### src/cfir_pkg.sv
// Shared types, constants and state encodings for the MIMO complex FIR block.
`default_nettype none
package cfir_pkg;

	localparam int DEF_MAX_RX   = 4;
	localparam int DEF_MAX_TX   = 4;
	localparam int DEF_MAX_TAPS = 32;

	localparam int SAMP_W  = 16;
	localparam int GAIN_W  = 16;
	localparam int ADDR_W  = 9;
	localparam int CFG_IW  = 2;
	localparam int CFG_DW  = 16;
	localparam int PORT_TX = 4;

	localparam logic FUNC_LOAD   = 1'b0;
	localparam logic FUNC_SAMPLE = 1'b1;

	typedef enum logic [1:0] {
		REG_NUM_RX   = 2'd0,
		REG_NUM_TX   = 2'd1,
		REG_NUM_TAPS = 2'd2,
		REG_GAIN     = 2'd3
	} reg_idx_t;

	typedef enum logic [1:0] {
		ST_IDLE,
		ST_RUN,
		ST_DRAIN,
		ST_MERGE
	} top_state_t;

	typedef enum logic [2:0] {
		MS_IDLE,
		MS_SUM,
		MS_MUL,
		MS_ADD,
		MS_OUT,
		MS_WAIT
	} merge_state_t;

	typedef struct packed {
		logic vld;
		logic use_tap;
	} pipe_ctl_t;

	function automatic int acc_w(input int taps);
		return 33 + $clog2(taps);
	endfunction

	function automatic int idx_w(input int depth);
		return (depth > 1) ? $clog2(depth) : 1;
	endfunction

endpackage
`default_nettype wire

### src/cfir_hist.sv
// Circular sample history of one transmit antenna with registered read.
`default_nettype none
module cfir_hist #(
	parameter int MAX_TAPS = cfir_pkg::DEF_MAX_TAPS,
	parameter int IW       = cfir_pkg::idx_w(MAX_TAPS),
	parameter int CW       = $clog2(MAX_TAPS + 1)
) (
	input  wire logic                                clk,
	input  wire logic                                arst_n,
	input  wire logic                                push,
	input  wire logic signed [cfir_pkg::SAMP_W-1:0]  push_re,
	input  wire logic signed [cfir_pkg::SAMP_W-1:0]  push_im,
	input  wire logic [CW-1:0]                       rd_d,
	output logic signed [cfir_pkg::SAMP_W-1:0]       samp_re,
	output logic signed [cfir_pkg::SAMP_W-1:0]       samp_im
);
	logic [2*cfir_pkg::SAMP_W-1:0] mem [MAX_TAPS];
	logic [IW-1:0] wp_q;
	logic [IW-1:0] wp_next;
	logic [CW:0]   wpx;
	logic [CW:0]   dx;
	logic [CW:0]   ra;
	logic [2*cfir_pkg::SAMP_W-1:0] rd_s1;

	always_comb begin
		wp_next = (32'(wp_q) == MAX_TAPS - 1) ? '0 : wp_q + IW'(1);
		wpx = (CW+1)'(wp_q);
		dx  = (CW+1)'(rd_d);
		if (wpx >= dx) begin
			ra = wpx - dx;
		end else begin
			ra = wpx + (CW+1)'(MAX_TAPS) - dx;
		end
	end

	always_ff @(posedge clk or negedge arst_n) begin
		if (!arst_n) begin
			wp_q <= '0;
		end else if (push) begin
			wp_q <= wp_next;
		end
	end

	always_ff @(posedge clk) begin
		if (push) begin
			mem[wp_next] <= {push_re, push_im};
		end
		rd_s1 <= mem[ra[IW-1:0]];
	end

	assign samp_re = rd_s1[2*cfir_pkg::SAMP_W-1:cfir_pkg::SAMP_W];
	assign samp_im = rd_s1[cfir_pkg::SAMP_W-1:0];
endmodule
`default_nettype wire

### config.mk
export PLATFORM = sky130hd
export DESIGN_NAME = cfir_hist
export DESIGN_NICKNAME = d
export VERILOG_FILES = /design/src/cfir_pkg.sv /design/src/cfir_hist.sv
export SDC_FILE = /design/constraint.sdc
export NUM_CORES = 1
export LEC_CHECK = 0
export BUFFER_PORTS_ARGS = -buffer_cell sky130_fd_sc_hd__buf_2
export CAP_MARGIN = 10
export CORE_ASPECT_RATIO = 1.2
export CORE_MARGIN = 5
export CORE_UTILIZATION = 60
export DETAILED_ROUTE_END_ITERATION = 7
export PLACE_DENSITY = 0.79
export SYNTH_ARGS = -nofsm -noshare
export SYNTH_HDL_FRONTEND = slang
export SYNTH_SLANG_ARGS = --single-unit
### constraint.sdc
create_clock -name clk -period 4.9 [get_ports clk]
set_clock_uncertainty 0.1 [all_clocks]
set_input_delay 1.47 -clock clk [delete_from_list [all_inputs] [get_ports clk]]
set_output_delay 1.47 -clock clk [all_outputs]
set_load 0.005 [all_outputs]
==> metrics.cfg <==
[logic_synthesis]
syn_area_per_cell_um2 = 16.1
seq_area_frac_synth_pct = 74.3
synth_common_cells = edfxtp_1 (1024), nor2b_1 (497), a2111oi_0 (496)
yosysTopAreaCell = edfxtp_1
yosys-top-cells-area = edfxtp_1 (73%), a2111oi_0 (10%), nor2b_1 (7.3%), mux2i_1 (2.6%), nor4_1 (1.8%)
synth_edf_count = 1024
async_reset_ff_share_pct = 0.471
synthFlopType = edfxtp_1
ys_seq_elements = 1061
postSynthCellCount = 2629
synth.most_common_cell = edfxtp_1
synth_top_area_share_pct = 72.5
synth_nets = 2677
synth_cell_types = 37
ys_warn_count = 0
syn-cell-area_mm2 = 0.0424

[die]
io_pins = 73
start_util_pct = 60.7
core_area_mm2 = 0.0699
fp.dieH_um = 301
dieArea_mm2 = 0.0761
fp-row-count = 106
die_x_um = 253

[critical_path]
path_depth = 11
required_ns = 5.31
cpPeakStageDelay_ns = 0.89
crit_path_top_delay_cell = fa_4
crit_family = adder cells
worstPathArrival_ns = 4.51
start_kind = input port
critical_path_buf_inv_count = 4
crit_fanout = 110
worst_setup_path_end_kind = flip-flop
rr_worst_depth = 11
cp_cell_sequence = buf_2, ha_4, inv_1, fa_4, buf_12, buf_12, nor2b_1, a2111oi_0, nor4_1, mux2i_1, mux2i_1
worst-setup-path-type = input port to flip-flop

[route]
wire_per_inst_um = 28.8
num_vias = 25000
ant_nets = 0
drc = 0
wl_um = 105000
drt_first_pass_iters = 5
viasPerCell = 6.82
drtIter0Drc = 2987

[global_route]
grt_pass1_wl_um = 156000
first_global_vias = 24600
overflow = 0
grt_antenna_before_repair = 7
grt_usage_pct = 27.4
grt_max_degree = 123

[timing]
tightestPinTransition_ns = 1.19
slew_violations = 0
hold_viol = 0
rsz0062_at_grt = false
fin_crit_ns = 4.11
fin_setup_tns_ns = 0
post-route-period-util_pct = 83.8
holdWs_ns = 0.485
fmax_mhz = 244
max_slew_margin_pct = 19.5
setup_viol = 0

[status]
status = finished, final reports clean

[clock_network]
cts_num_sinks = 1061
cts.path.max_buffers = 3
cts_tree = yes
ctsResizeCount = 0
cts_made_buffers = 95
cts_root_buf = clkbuf_16
cts_hold_buf = 0
path_clk_slew_ns = 0.06
clock_latency_ns = 0.67
postCtsSetupBuffers = 0
cts_max_level = 3

[hold_path]
whs_path_depth = 1
hold_class = flip-flop to flip-flop

[finish]
final_core_util_pct = 68.2
drive_gt1_share_pct = 13.3
fillers = 4264
layout.cells.non_filler = 3668
nNetsFinal = 2716
area_growth_pct = 12.5

[placement]
hpwlAfterDp_um = 53400
place.gp.congestion = 0.800
portBuffers = 71
place_inst = 3488

[power]
finalPower_mw = 28.7
power_density_mw_per_mm2 = 601
p_leak_nw = 14.5
ir_worst_vdd_uv = 569

[run]
cap_viol_max_count = 0

## through the flow
stage	cell area, um2	setup slack [ns]
global placement	44500	0.200
global route	47700	0.619
CTS	47700	0.865
detailed placement	44500	0.194
floorplan	42400	0.731
finish	47700	0.794
## where the power goes
part / leakage, nW / switching [mW] / total (mW) / internal [mW]
Sequential: 9.56 / 0.174 / 10.9 / 10.8
Combinational: 3.39 / 6.79 / 10.1 / 3.32
Clock: 1.55 / 3.25 / 7.65 / 4.39
Total: 14.5 / 10.2 / 28.7 / 18.5
## worst paths after layout
path	slack, ns	start	end
min in group asynchronous	0.53	arst_n	wp_q[0]
setup reg to reg	1.11	wp_q[0]	rd_s1[6]
max in group asynchronous	4.04	arst_n	wp_q[2]
hold reg to reg	0.49	wp_q[4]	wp_q[4]
hold / removal	0.49	wp_q[4]	wp_q[4]
setup / recovery	0.79	rd_d[0]	rd_s1[6]
## kinds of logic after synthesis
family | share of synthesized area [%]
DFF | 74.3
and+or+nand+nor | 9.90
AOI/OAI and AO/OA | 10.4
buffers and inverters | 2.29
muxes | 2.73
xor gates and xnor gates | 0.162
adders and majority gates | 0.224
## layout by cell type, fill, tap and decap left out, types with 2 or more instances in the layout
cell | Yosys | final
xor2_1 | 3 | 2
clkinv_2 | 0 | 8
nor4_1 | 124 | 124
clkbuf_8 | 0 | 9
and4_1 | 2 | 2
nor2b_1 | 497 | 497
mux2_2 | 4 | 4
diode_2 | 0 | 3
buf_12 | 0 | 30
ha_1 | 6 | 5
nand4_1 | 2 | 2
clkbuf_16 | 0 | 96
inv_1 | 6 | 6
o21ai_0 | 3 | 3
clkinvlp_4 | 0 | 10
clkinv_8 | 0 | 2
xnor2_2 | 0 | 2
edfxtp_1 | 1024 | 1024
a2111oi_0 | 496 | 496
dfxtp_1 | 32 | 32
dfrtp_1 | 5 | 5
nor2_1 | 36 | 4
a21o_1 | 2 | 2
bufinv_16 | 0 | 12
xor2_4 | 0 | 2
nor2_4 | 0 | 32
mux2i_1 | 111 | 111
nand2_1 | 4 | 4
buf_4 | 9 | 76
inv_6 | 0 | 6
nand3_1 | 19 | 19
clkbuf_1 | 199 | 18
clkinv_1 | 0 | 14
buf_2 | 19 | 71
## registers in the layout (all words and copies together) (netlist names)
signal / flops
mem: 1024
rd_s1: 32
wp_q: 5
## metal layers
layer | track usage [%] | up-vias | wire length (um)
li1 | - | 10800 | -
met1 | 36.9 | 12600 | 39100
met2 | 45.7 | 1348 | 52700
met3 | 4.32 | 275 | 9400
met4 | 10.4 | 4 | 4260
met5 | 0 | - | 23
## area by class of cell
class                   count  area, um2  area share [%]
diodes                      3       7.51          0.0157
flip-flops and latches   1061      31500            66.1
well taps                 918       1150            2.41
repair buffers            178       1530            3.21
inverters                   7       31.3          0.0656
clock inverters            53        643            1.35
multi-input cells        1325      10200            21.4
clock buffers             123       2590            5.44
Note: power is estimated with default switching activity, not from simulation.
