$ cat config.mk
export PLATFORM = sky130hd
export DESIGN_NAME = cfir_lane
export DESIGN_NICKNAME = d
export VERILOG_FILES = /design/src/cfir_pkg.sv /design/src/cfir_lane.sv
export SDC_FILE = /design/constraint.sdc
export NUM_CORES = 2
export LEC_CHECK = 0
export ABC_AREA = 1
export BUFFER_PORTS_ARGS = -buffer_cell sky130_fd_sc_hd__buf_2
export CAP_MARGIN = 20
export CORE_AREA = 2 2 491 493
export CTS_CLUSTER_DIAMETER = 40
export DETAILED_ROUTE_END_ITERATION = 12
export DIE_AREA = 0 0 493 495
export SLEW_MARGIN = 20
export SYNTH_ARGS = -nofsm -noshare
export SYNTH_HDL_FRONTEND = slang
export SYNTH_SLANG_ARGS = --single-unit
$ cat constraint.sdc
create_clock -name clk -period 7.5 [get_ports clk]
set_input_delay 0.75 -clock clk [delete_from_list [all_inputs] [get_ports clk]]
set_output_delay 0.75 -clock clk [all_outputs]
set_load 0.05 [all_outputs]
$ cat src/cfir_pkg.sv
// Shared types, constants and state encodings for the MIMO complex FIR block.
`default_nettype none
package cfir_pkg;

	localparam int DEF_MAX_RX   = 4;
	localparam int DEF_MAX_TX   = 4;
	localparam int DEF_MAX_TAPS = 32;

	localparam int SAMP_W  = 16;
	localparam int GAIN_W  = 16;
	localparam int ADDR_W  = 9;
	localparam int CFG_IW  = 2;
	localparam int CFG_DW  = 16;
	localparam int PORT_TX = 4;

	localparam logic FUNC_LOAD   = 1'b0;
	localparam logic FUNC_SAMPLE = 1'b1;

	typedef enum logic [1:0] {
		REG_NUM_RX   = 2'd0,
		REG_NUM_TX   = 2'd1,
		REG_NUM_TAPS = 2'd2,
		REG_GAIN     = 2'd3
	} reg_idx_t;

	typedef enum logic [1:0] {
		ST_IDLE,
		ST_RUN,
		ST_DRAIN,
		ST_MERGE
	} top_state_t;

	typedef enum logic [2:0] {
		MS_IDLE,
		MS_SUM,
		MS_MUL,
		MS_ADD,
		MS_OUT,
		MS_WAIT
	} merge_state_t;

	typedef struct packed {
		logic vld;
		logic use_tap;
	} pipe_ctl_t;

	function automatic int acc_w(input int taps);
		return 33 + $clog2(taps);
	endfunction

	function automatic int idx_w(input int depth);
		return (depth > 1) ? $clog2(depth) : 1;
	endfunction

endpackage
`default_nettype wire

$ cat src/cfir_lane.sv
// One antenna pair lane: tap memory, complex multiplier and accumulator.
`default_nettype none
module cfir_lane #(
	parameter int MAX_TAPS = cfir_pkg::DEF_MAX_TAPS,
	parameter int IW       = cfir_pkg::idx_w(MAX_TAPS),
	parameter int ACC_W    = cfir_pkg::acc_w(MAX_TAPS)
) (
	input  wire logic                                clk,
	input  wire logic                                arst_n,
	input  wire logic                                wr_en,
	input  wire logic [IW-1:0]                       wr_addr,
	input  wire logic signed [cfir_pkg::SAMP_W-1:0]  wr_re,
	input  wire logic signed [cfir_pkg::SAMP_W-1:0]  wr_im,
	input  wire logic [IW-1:0]                       rd_addr,
	input  wire cfir_pkg::pipe_ctl_t                 ctl,
	input  wire logic                                act,
	input  wire logic                                clr,
	input  wire logic signed [cfir_pkg::SAMP_W-1:0]  samp_re,
	input  wire logic signed [cfir_pkg::SAMP_W-1:0]  samp_im,
	output logic signed [ACC_W-1:0]                  acc_re,
	output logic signed [ACC_W-1:0]                  acc_im
);
	logic [2*cfir_pkg::SAMP_W-1:0] mem [MAX_TAPS];
	logic [2*cfir_pkg::SAMP_W-1:0] tap_s1;
	cfir_pkg::pipe_ctl_t ctl_s1;
	cfir_pkg::pipe_ctl_t ctl_s2;
	logic signed [cfir_pkg::SAMP_W-1:0] c_re;
	logic signed [cfir_pkg::SAMP_W-1:0] c_im;
	logic signed [31:0] rr_s2, ii_s2, ir_s2, ri_s2;
	logic signed [ACC_W-1:0] acc_re_q, acc_im_q;

	assign c_re = tap_s1[2*cfir_pkg::SAMP_W-1:cfir_pkg::SAMP_W];
	assign c_im = tap_s1[cfir_pkg::SAMP_W-1:0];

	always_ff @(posedge clk) begin
		if (wr_en) begin
			mem[wr_addr] <= {wr_re, wr_im};
		end
		tap_s1 <= mem[rd_addr];
		rr_s2  <= samp_re * c_re;
		ii_s2  <= samp_im * c_im;
		ir_s2  <= samp_im * c_re;
		ri_s2  <= samp_re * c_im;
	end

	always_ff @(posedge clk or negedge arst_n) begin
		if (!arst_n) begin
			ctl_s1   <= '0;
			ctl_s2   <= '0;
			acc_re_q <= '0;
			acc_im_q <= '0;
		end else begin
			ctl_s1 <= ctl;
			ctl_s2 <= ctl_s1;
			if (clr) begin
				acc_re_q <= '0;
				acc_im_q <= '0;
			end else if (ctl_s2.vld && ctl_s2.use_tap && act) begin
				acc_re_q <= acc_re_q + ACC_W'(rr_s2) - ACC_W'(ii_s2);
				acc_im_q <= acc_im_q + ACC_W'(ir_s2) + ACC_W'(ri_s2);
			end
		end
	end

	assign acc_re = acc_re_q;
	assign acc_im = acc_im_q;
endmodule
`default_nettype wire

==> summary.txt <==
Run status
  – Status: complete, but fails checks
  – Failing checks: design-rule violations

Yosys
  – Synth Flop Type: edfxtp_1
  – Syn nets: 11700
  – Distinct cell type count after synthesis: 41
  – Asr flop ratio synth: 0.0633
  – Seq cells post-synth: approximately 1300
  – Post-Syn Instances: 10100
  – Syn Area/Cell: 9.41 um^2
  – Sequential area share after synthesis: 0.378
  – Synth warn: 0
  – Post-synth EDFFs: 1024
  – Cell Area, Synth: 0.0950 mm^2

Global routing
  – Vias in the first global route: between 70000 and 80000
  – Initial antenna violation count: 30
  – Overall Global Routing Usage: 0.226
  – Largest net degree at the start of global routing: 250
  – Global-route wire length before repair: 425000 um
  – Grt ovf: 0

Final layout
  – Layout cells sized above 1: 0.0637
  – Number of nets in the layout: between 10000 and 15000
  – Area Growth Syn to Fin: 11.8%

STA
  – RSZ-0062 raised after global routing: no
  – Final min period: 6450 ps
  – Final setup viols: 0
  – Setup TNS Final: 0 ps
  – Pins Over Slew Limit: 0
  – Period Utilization, post-route: 0.860
  – Clock skew: 88.5 ps
  – Worst Max-Slew Pin Slew: 1120 ps
  – Final hold viol count: 0
  – Relative slew margins: 0.255
  – Fmax: 155 MHz

Setup path
  – Max incr delay on CP: between 1000 and 1500 ps
  – Crit path kind: flop to flop
  – Reg-to-Reg Start: tap_s1[12]
  – Crit path max fanout: 17
  – Kind of cell adding the most delay to the critical path: adder cells
  – Crit end category: flop
  – Worst path required time: 8220 ps
  – Crit path launch: tap_s1[12]
  – Setup crit start kind: flop
  – CP cell instances: buf_4, nand2_1, fa_1, inv_1, fa_1, fa_1, fa_1, fa_1, inv_1, fa_1, inv_1, ha_1, inv_1, o21bai_1, a21oi_1, o21ai_0, inv_1, nand2_1, nand2_1, nand2_1, xor2_1
  – Slowest cell on crit path: dfxtp_1
  – CP arrival: 7160 ps
  – Worst path most repeated cell: fa_1
  – Buf/Inv on CP: 6

Hold path
  – Worst Min Path Start: ctl[1]
  – Hold/Removal Path Class: primary input to flop

Route
  – Avg WL per Cell: roughly 20 um
  – Final routed DRC violation total: 33
  – Vias per cell: 5.15
  – WL final: 274000 um
  – TritonRoute pass-1 iters: 10
  – Final ANT Viol Nets: 0
  – DR iter-0 viols: 5889
  – Detailed-route via count: 69700

Floorplan
  – Core area: 0.239 mm^2
  – Die span in y: 495 um
  – Die area: approximately 0.24 mm^2
  – Initial cell density of the core: 0.397
  – I/O Pins: 157
  – Row Count: 180
  – Die W: just under 500 um

Place
  – I/O Buffers: about 160
  – Post-DP HPWL: 187000 um
  – Final Wtd Congestion: 0.946

Clock network
  – Clock transition at path regs: 60 ps
  – CTS tree: done
  – Clock Path Buffers: 3
  – Depth of the CTS H-tree: 4
  – Post-CTS Hold Buffers: 2
  – Num CTS Buffers: approximately 190
  – Clock root buffer: clkbuf_16
  – Post_cts resized: 0
  – Clock sinks: 1264
  – Setup Fix Bufs, Post-CTS: 0
  – Clock Latency Late Sink: 870 ps

Flow run
  – Max-Cap Viols: 0
[path summary, 6_finish.rpt]
kind | end | slack [ps] | depth (start not counted)
max | ii_s2[20] | 1050 | 21
min | ctl_s1[1] | 50 | 1
max reg2reg | ii_s2[20] | 1050 | 21
min reg2reg | ctl_s2[1] | 350 | 0
max in group asynchronous | acc_re[24] | 5880 | 3
min in group asynchronous | acc_im[6] | 470 | 2
[cell usage in the layout (no fill, tap or decap), types with 159 or more instances in the layout]
cell / count
o221ai_1: 204
dfxtp_1: 159
nand3_1: 300
inv_1: 2158
nor2_1: 869
a21oi_1: 208
nand2_1: 2007
o21ai_0: 650
edfxtp_1: 1024
fa_1: 1123
clkbuf_16: 192
ha_1: 402
[layout make-up]
type,instances,area [um^2]
antenna,16,40.0
clock buffer,224,5010
clock inverter,134,1660
fill,22800,133000
inverter,2166,8150
multi-input combinational,6252,49500
sequential,1264,36000
tap,3185,3990
timing repair buffer,292,1890
[synth_stat cells (160+ instances only)]
cell type	n	share of area
o221ai_1	204	0.019
o21ai_0	650	0.034
clkbuf_1	365	0.014
nand2_1	2007	0.079
nor2_1	902	0.036
nand3_1	300	0.016
inv_1	2161	0.085
dfxtp_1	160	0.034
a21oi_1	208	0.011
ha_1	402	0.053
edfxtp_1	1024	0.32
fa_1	1123	0.24
[per-layer routing]
metal,up-vias,routed length [um],share of wire,global-route usage
li1,31800,-,-,-
met1,34800,115000,0.42,0.300
met2,2486,129000,0.47,0.373
met3,534,19800,0.072,0.0379
met4,28,9970,0.036,0.0822
met5,-,156,0.00057,0
[stage by stage]
step	cell area, um^2	utilization	hold slack, ps	setup WS (ps)	std cells
3_5_place_dp	99500	0.416	345	781	13200
4_1_cts	106000	0.444	2.72	1130	13500
5_1_grt	106000	0.444	9.91	726	13500
3_3_place_gp	99500	0.416	342	700	13200
2_1_floorplan	95000	-	331	1540	10100
6_report	106000	0.444	46.5	1050	13500
[state kept, by name, indices dropped and copies added (netlist names)]
name	flops
mem	1024
acc_im	38
acc_re	38
ii_s2	32
ir_s2	32
ri_s2	32
rr_s2	32
tap_s1	32
ctl_s1	2
ctl_s2	2
[kinds of logic after synthesis]
logic type	share of synthesized area
DFF	0.378
buffers and inverters	0.103
and+or+nand+nor	0.139
AOI/OAI and AO/OA	0.0781
adders and majority gates	0.289
xor gates and xnor gates	0.0122
[worst register-to-register path, stage by stage, from the launching register on]
cell      delay, ps
dfxtp_1        1030
buf_4           450
nand2_1         130
fa_1            510
inv_1            50
fa_1            560
fa_1            430
fa_1            460
fa_1            490
inv_1            50
fa_1            520
inv_1            60
ha_1            330
inv_1           120
o21bai_1        130
a21oi_1         330
o21ai_0         200
inv_1            80
nand2_1         130
nand2_1          90
nand2_1          60
xor2_1          160
Power is not shown: default switching activity piles up to over one toggle a cycle in this logic, so the estimate is an artifact.
