File: src/cfir_pkg.sv
// Shared types, constants and state encodings for the MIMO complex FIR block.
`default_nettype none
package cfir_pkg;

	localparam int DEF_MAX_RX   = 4;
	localparam int DEF_MAX_TX   = 4;
	localparam int DEF_MAX_TAPS = 32;

	localparam int SAMP_W  = 16;
	localparam int GAIN_W  = 16;
	localparam int ADDR_W  = 9;
	localparam int CFG_IW  = 2;
	localparam int CFG_DW  = 16;
	localparam int PORT_TX = 4;

	localparam logic FUNC_LOAD   = 1'b0;
	localparam logic FUNC_SAMPLE = 1'b1;

	typedef enum logic [1:0] {
		REG_NUM_RX   = 2'd0,
		REG_NUM_TX   = 2'd1,
		REG_NUM_TAPS = 2'd2,
		REG_GAIN     = 2'd3
	} reg_idx_t;

	typedef enum logic [1:0] {
		ST_IDLE,
		ST_RUN,
		ST_DRAIN,
		ST_MERGE
	} top_state_t;

	typedef enum logic [2:0] {
		MS_IDLE,
		MS_SUM,
		MS_MUL,
		MS_ADD,
		MS_OUT,
		MS_WAIT
	} merge_state_t;

	typedef struct packed {
		logic vld;
		logic use_tap;
	} pipe_ctl_t;

	function automatic int acc_w(input int taps);
		return 33 + $clog2(taps);
	endfunction

	function automatic int idx_w(input int depth);
		return (depth > 1) ? $clog2(depth) : 1;
	endfunction

endpackage
`default_nettype wire

File: src/cfir_merge.sv
// Merge stage: sums lanes per receive antenna, applies gain, rounds and saturates.
`default_nettype none
module cfir_merge #(
	parameter int MAX_RX   = cfir_pkg::DEF_MAX_RX,
	parameter int MAX_TX   = cfir_pkg::DEF_MAX_TX,
	parameter int MAX_TAPS = cfir_pkg::DEF_MAX_TAPS,
	parameter int ACC_W    = cfir_pkg::acc_w(MAX_TAPS),
	parameter int RW       = cfir_pkg::idx_w(MAX_RX),
	parameter int NRW      = $clog2(MAX_RX + 1)
) (
	input  wire logic                                clk,
	input  wire logic                                arst_n,
	input  wire logic                                start,
	input  wire logic [NRW-1:0]                      nr,
	input  wire logic [cfir_pkg::GAIN_W-1:0]         gain,
	input  wire logic signed [ACC_W-1:0]             acc_re [MAX_RX*MAX_TX],
	input  wire logic signed [ACC_W-1:0]             acc_im [MAX_RX*MAX_TX],
	input  wire logic                                out_ready,
	output logic                                     out_valid,
	output logic [1:0]                               rx_index,
	output logic signed [cfir_pkg::SAMP_W-1:0]       out_re,
	output logic signed [cfir_pkg::SAMP_W-1:0]       out_im,
	output logic                                     saturated,
	output logic                                     last,
	output logic                                     busy
);
	localparam int SW = ACC_W + $clog2(MAX_TX) + 1;
	localparam int PW = SW + 9;
	localparam int TW = SW + 17;
	localparam int QW = TW - 28;

	cfir_pkg::merge_state_t state_q, state_d;
	logic [RW-1:0] r_q;
	logic          r_last;
	logic signed [SW-1:0] sum_re_d, sum_im_d, sum_re_q, sum_im_q;
	logic signed [PW-1:0] plo_re_q, phi_re_q, plo_im_q, phi_im_q;
	logic signed [TW-1:0] tot_re_q, tot_im_q;
	logic signed [QW-1:0] q_re, q_im;
	logic sat_re_hi, sat_re_lo, sat_im_hi, sat_im_lo;
	logic out_valid_q;

	assign r_last = (NRW'(r_q) + NRW'(1)) == nr;

	always_comb begin
		sum_re_d = '0;
		sum_im_d = '0;
		for (int t = 0; t < MAX_TX; t++) begin
			sum_re_d = sum_re_d + SW'(acc_re[int'(r_q) * MAX_TX + t]);
			sum_im_d = sum_im_d + SW'(acc_im[int'(r_q) * MAX_TX + t]);
		end
		q_re = QW'((tot_re_q + (TW'(1) <<< 27)) >>> 28);
		q_im = QW'((tot_im_q + (TW'(1) <<< 27)) >>> 28);
		sat_re_hi = q_re > QW'(32767);
		sat_re_lo = q_re < -QW'(32768);
		sat_im_hi = q_im > QW'(32767);
		sat_im_lo = q_im < -QW'(32768);
	end

	always_comb begin
		state_d = state_q;
		case (state_q)
			cfir_pkg::MS_IDLE: if (start) state_d = cfir_pkg::MS_SUM;
			cfir_pkg::MS_SUM:  state_d = cfir_pkg::MS_MUL;
			cfir_pkg::MS_MUL:  state_d = cfir_pkg::MS_ADD;
			cfir_pkg::MS_ADD:  state_d = cfir_pkg::MS_OUT;
			cfir_pkg::MS_OUT:  state_d = cfir_pkg::MS_WAIT;
			cfir_pkg::MS_WAIT: begin
				if (out_ready) begin
					state_d = r_last ? cfir_pkg::MS_IDLE : cfir_pkg::MS_SUM;
				end
			end
			default: state_d = cfir_pkg::MS_IDLE;
		endcase
	end

	always_ff @(posedge clk or negedge arst_n) begin
		if (!arst_n) begin
			state_q     <= cfir_pkg::MS_IDLE;
			r_q         <= '0;
			out_valid_q <= 1'b0;
		end else begin
			state_q <= state_d;
			if (state_q == cfir_pkg::MS_IDLE) begin
				r_q <= '0;
			end
			if (state_q == cfir_pkg::MS_OUT) begin
				out_valid_q <= 1'b1;
			end else if (state_q == cfir_pkg::MS_WAIT && out_ready) begin
				out_valid_q <= 1'b0;
				r_q         <= r_q + RW'(1);
			end
		end
	end

	always_ff @(posedge clk) begin
		case (state_q)
			cfir_pkg::MS_SUM: begin
				sum_re_q <= sum_re_d;
				sum_im_q <= sum_im_d;
			end
			cfir_pkg::MS_MUL: begin
				plo_re_q <= sum_re_q * $signed({1'b0, gain[7:0]});
				phi_re_q <= sum_re_q * $signed({1'b0, gain[15:8]});
				plo_im_q <= sum_im_q * $signed({1'b0, gain[7:0]});
				phi_im_q <= sum_im_q * $signed({1'b0, gain[15:8]});
			end
			cfir_pkg::MS_ADD: begin
				tot_re_q <= (TW'(phi_re_q) <<< 8) + TW'(plo_re_q);
				tot_im_q <= (TW'(phi_im_q) <<< 8) + TW'(plo_im_q);
			end
			cfir_pkg::MS_OUT: begin
				rx_index  <= 2'(r_q);
				out_re    <= sat_re_hi ? 16'sh7fff : (sat_re_lo ? 16'sh8000 : 16'(q_re));
				out_im    <= sat_im_hi ? 16'sh7fff : (sat_im_lo ? 16'sh8000 : 16'(q_im));
				saturated <= sat_re_hi | sat_re_lo | sat_im_hi | sat_im_lo;
				last      <= r_last;
			end
			default: begin
			end
		endcase
	end

	assign out_valid = out_valid_q;
	assign busy      = state_q != cfir_pkg::MS_IDLE;
endmodule
`default_nettype wire

File: config.mk
export PLATFORM = sky130hd
export DESIGN_NAME = cfir_merge
export DESIGN_NICKNAME = d
export VERILOG_FILES = /design/src/cfir_pkg.sv /design/src/cfir_merge.sv
export SDC_FILE = /design/constraint.sdc
export NUM_CORES = 2
export LEC_CHECK = 0
export BUFFER_PORTS_ARGS = -buffer_cell sky130_fd_sc_hd__buf_2
export CAP_MARGIN = 20
export CORE_AREA = 2 2 501 503
export CTS_CLUSTER_SIZE = 8
export DETAILED_ROUTE_END_ITERATION = 10
export DIE_AREA = 0 0 503 505
export GPL_TIMING_DRIVEN = 0
export PLACE_DENSITY = 0.54
export SYNTH_ARGS = -nofsm -noshare
export SYNTH_HDL_FRONTEND = slang
export SYNTH_SLANG_ARGS = --single-unit
File: constraint.sdc
create_clock -name clk -period 19.7 [get_ports clk]
set_input_delay 0 -clock clk [delete_from_list [all_inputs] [get_ports clk]]
set_output_delay 0 -clock clk [all_outputs]
set_load 0.1 [all_outputs]
==> out/qor.yml <==
synthesis:
  synth_edf_count: 364
  synth.area.top_cells: "fa_1 32%, edfxtp_1 15%, ha_1 9.7%, mux4_2 9.3%, inv_1 7.9%"
  netlist_instances: 7420
  synth_nets: 10400
  yosysTopAreaCell: "fa_1"
  synth_ff_type: "edfxtp_1"
  ys_seq_elements: 370
  synthArstFlopShare_pct: 1.62
  ys_warn_count: 0
  syn-cell-area_um2: 73600
  ys_types: 79
  synth_top_area_share_pct: 31.6
  syn_avg_cell_area_um2: 9.92
  yosysSeqAreaShare_pct: 15.1
place:
  gp_congestion: 1.10
  placed_area_um2: 85000
  dpl.cell_count: 12100
  portBuffers: 1260
  dpl.hpwl_um: 406000
  pre_cts_ws_ns: 10.88
setup_path:
  crit_slowest_cell: "clkbuf_1"
  crit_start: "r_q[1]"
  cp.required_ns: 20.12
  cp.arrival_ns: 9.53
  r2r_end: "sum_re_q[37]"
  critical_path_class: "flip-flop to flip-flop"
  endpoint: "sum_re_q[37]"
  cpPeakStageDelay_ns: 0.94
  reg2reg_slack_ns: 10.59
  crit_chain: "clkbuf_1, clkbuf_1, clkbuf_1, mux4_2, fa_1, inv_1, fa_1, inv_1, ha_1, inv_1, fa_1, nor2b_1, o21a_1, o21ai_0, a21oi_1, a21oi_1, o2111ai_1, a31oi_1, o31ai_1, o21a_1, nor2_1, o21ai_0, xor2_1"
  cp-end-kind: "flip-flop"
  cp-start-kind: "flip-flop"
  regToRegStartpoint: "r_q[1]"
  reg2reg_depth: 23
  path_max_fanout: 10
grt:
  grt_pass1_wl_um: 589000
  grt_max_degree: 33
  antenna_found_initial: 423
  grtUsageTotal_pct: 35.0
  grt_pass1_vias: 64400
  grt-ovfl-total: 0
clock_tree:
  clockRootBuffer: "clkbuf_16"
  cts_made_buffers: 56
  cts_buffer_depth: 3
  cts_tree: "built"
  cts_max_level: 2
  ctsResizeCount: 0
  cts_hold_buf: 8
  post-cts-setup-buffers: 0
  clk_latency_ns: 0.74
  cts_sinks: 370
  path_clk_slew_ns: 0.07
drt:
  routedWlPerCell_um: 36.2
  vias: 65000
  avgViaCountPerCell: 5.24
  routed_wirelength_um: 449000
  drc: 0
  first_pass_iters: 8
  ant_nets: 0
  drt_iter0_markers: 6922
cells_and_area:
  final_area_um2: 87400
  syn_to_final_growth_pct: 18.8
  multi_input_area_um2: 55600
  instances_no_fill: 12400
  seq_area_um2: 11100
  num-fill-cells: 26000
  layout_common_cells: "1545 x inv_1, 1273 x buf_2, 1160 x fa_1"
  drive_gt1_share_pct: 20.0
  final_common_cell: "inv_1"
  nets: 11800
timing:
  worst_pin_slew_ns: 1.33
  rsz0062_at_grt: "no"
  finalClockSkew_ns: 0.0667
  slew_headroom_pct: 11.6
  fin_ws_ns: 10.59
  fin_hold_ws_ns: 0.0575
  slew_violations: 0
  period_minus_slack_ns: 9.11
  finalSetupViolCount: 0
  finalHoldViolCount: 0
  fmax_mhz: 110
  period_share_pct: 46.2
worst_hold_path:
  hold_path_class: "primary input to flip-flop"
floorplan:
  dieArea_um2: 254000
  start_util_pct: 29.6
  ios: 1277
  dieHeight_um: 505
  die_w_um: 503
  fp-row-count: 183
  core-area_um2: 248000
outcome:
  status: "finished clean"
run:
  maxCapViolations: 0
## registers in the layout, indices dropped and copies added (netlist names)
name       flops
last           1
phi_re_q      50
out_re        16
state_q        3
r_q            2
tot_re_q      31
plo_re_q      42
out_im        16
out_valid      1
plo_im_q      42
sum_re_q      41
saturated      1
phi_im_q      50
rx_index       2
tot_im_q      31
sum_im_q      41
## synth_stat cells (7+ instances only)
library cell	count
a2111oi_0	9
a211oi_1	18
a21boi_0	9
a21o_1	123
a21oi_1	241
a221o_1	7
a31o_2	9
a31oi_1	24
and2_1	718
and3_1	35
and4_1	10
buf_1	43
clkbuf_1	261
edfxtp_1	364
fa_1	1160
ha_1	571
inv_1	1545
mux4_2	304
nand2_1	740
nand2b_1	47
nand3_1	76
nand4_1	39
nor2_1	205
nor2b_1	41
nor3_1	56
nor3b_1	8
nor4_1	12
o211ai_1	18
o21a_1	52
o21ai_0	158
o21ai_1	7
o21bai_1	37
o31ai_1	13
or2_2	15
or3_1	15
xnor2_1	223
xor2_1	96
## worst min-delay path by stage
| stage | start | endpoint | slack (ns) | cells past startpoint |
|---|---|---|---|---|
| after floorplan | arst_n | out_valid | -0.30 | 0 |
| after global placement | arst_n | out_valid | -0.17 | 1 |
| after detailed placement | arst_n | out_valid | -0.17 | 1 |
| after CTS | acc_re[152] | sum_re_q[0] | 0.02 | 3 |
| after global routing | acc_im[456] | sum_im_q[0] | 0.03 | 3 |
| final | acc_im[152] | sum_im_q[0] | 0.06 | 3 |
## critical path, delay by kind of cell (launching register included)
| kind | cells | cell delay [ns] |
|---|---|---|
| flops | 1 | 0.69 |
| mux | 1 | 0.49 |
| xor+xnor | 1 | 0.65 |
| buf+inv | 6 | 2.50 |
| fa+ha+maj | 4 | 1.20 |
| simple gates | 2 | 0.27 |
| compound gates | 9 | 2.93 |
## layer usage
| layer | vias up | wire length (um) | global-route usage (%) |
|---|---|---|---|
| met5 | - | 851 | 0 |
| met4 | 116 | 14600 | 9.06 |
| met3 | 751 | 52000 | 14.6 |
| met2 | 3682 | 179000 | 48.4 |
| met1 | 33600 | 202000 | 49.7 |
| li1 | 26900 | - | - |
## through the flow
stage,util (%),TNS [ns]
after floorplan,-,0
after global placement,33.9,-656.66
after detailed placement,34.3,0
after CTS,34.9,0
after global routing,35.0,0
final,35.2,0
## cell type report
cell class / count / area share (%)
Sequential cell: 370 / 12.7
Timing Repair Buffer: 1341 / 8.49
Antenna cell: 224 / 0.641
Inverter: 1545 / 6.64
Clock inverter: 12 / 0.130
Multi-Input combinational cell: 5198 / 63.6
Clock buffer: 74 / 1.73
Buffer: 307 / 1.34
Tap cell: 3330 / 4.77
## logic make-up after synthesis
family                   share of synthesized area, %
buffers and inverters                            9.45
flip-flops                                       15.1
multiplexers                                     9.36
AND/OR/NAND/NOR                                  14.0
adder cells (fa/ha/maj)                          41.3
AO/OA/AOI/OAI                                    7.11
XOR/XNOR                                         3.80
Power is left out: the tool's default activity adds up to more than one toggle a clock period on the data nets, which glitch-free logic cannot reach.
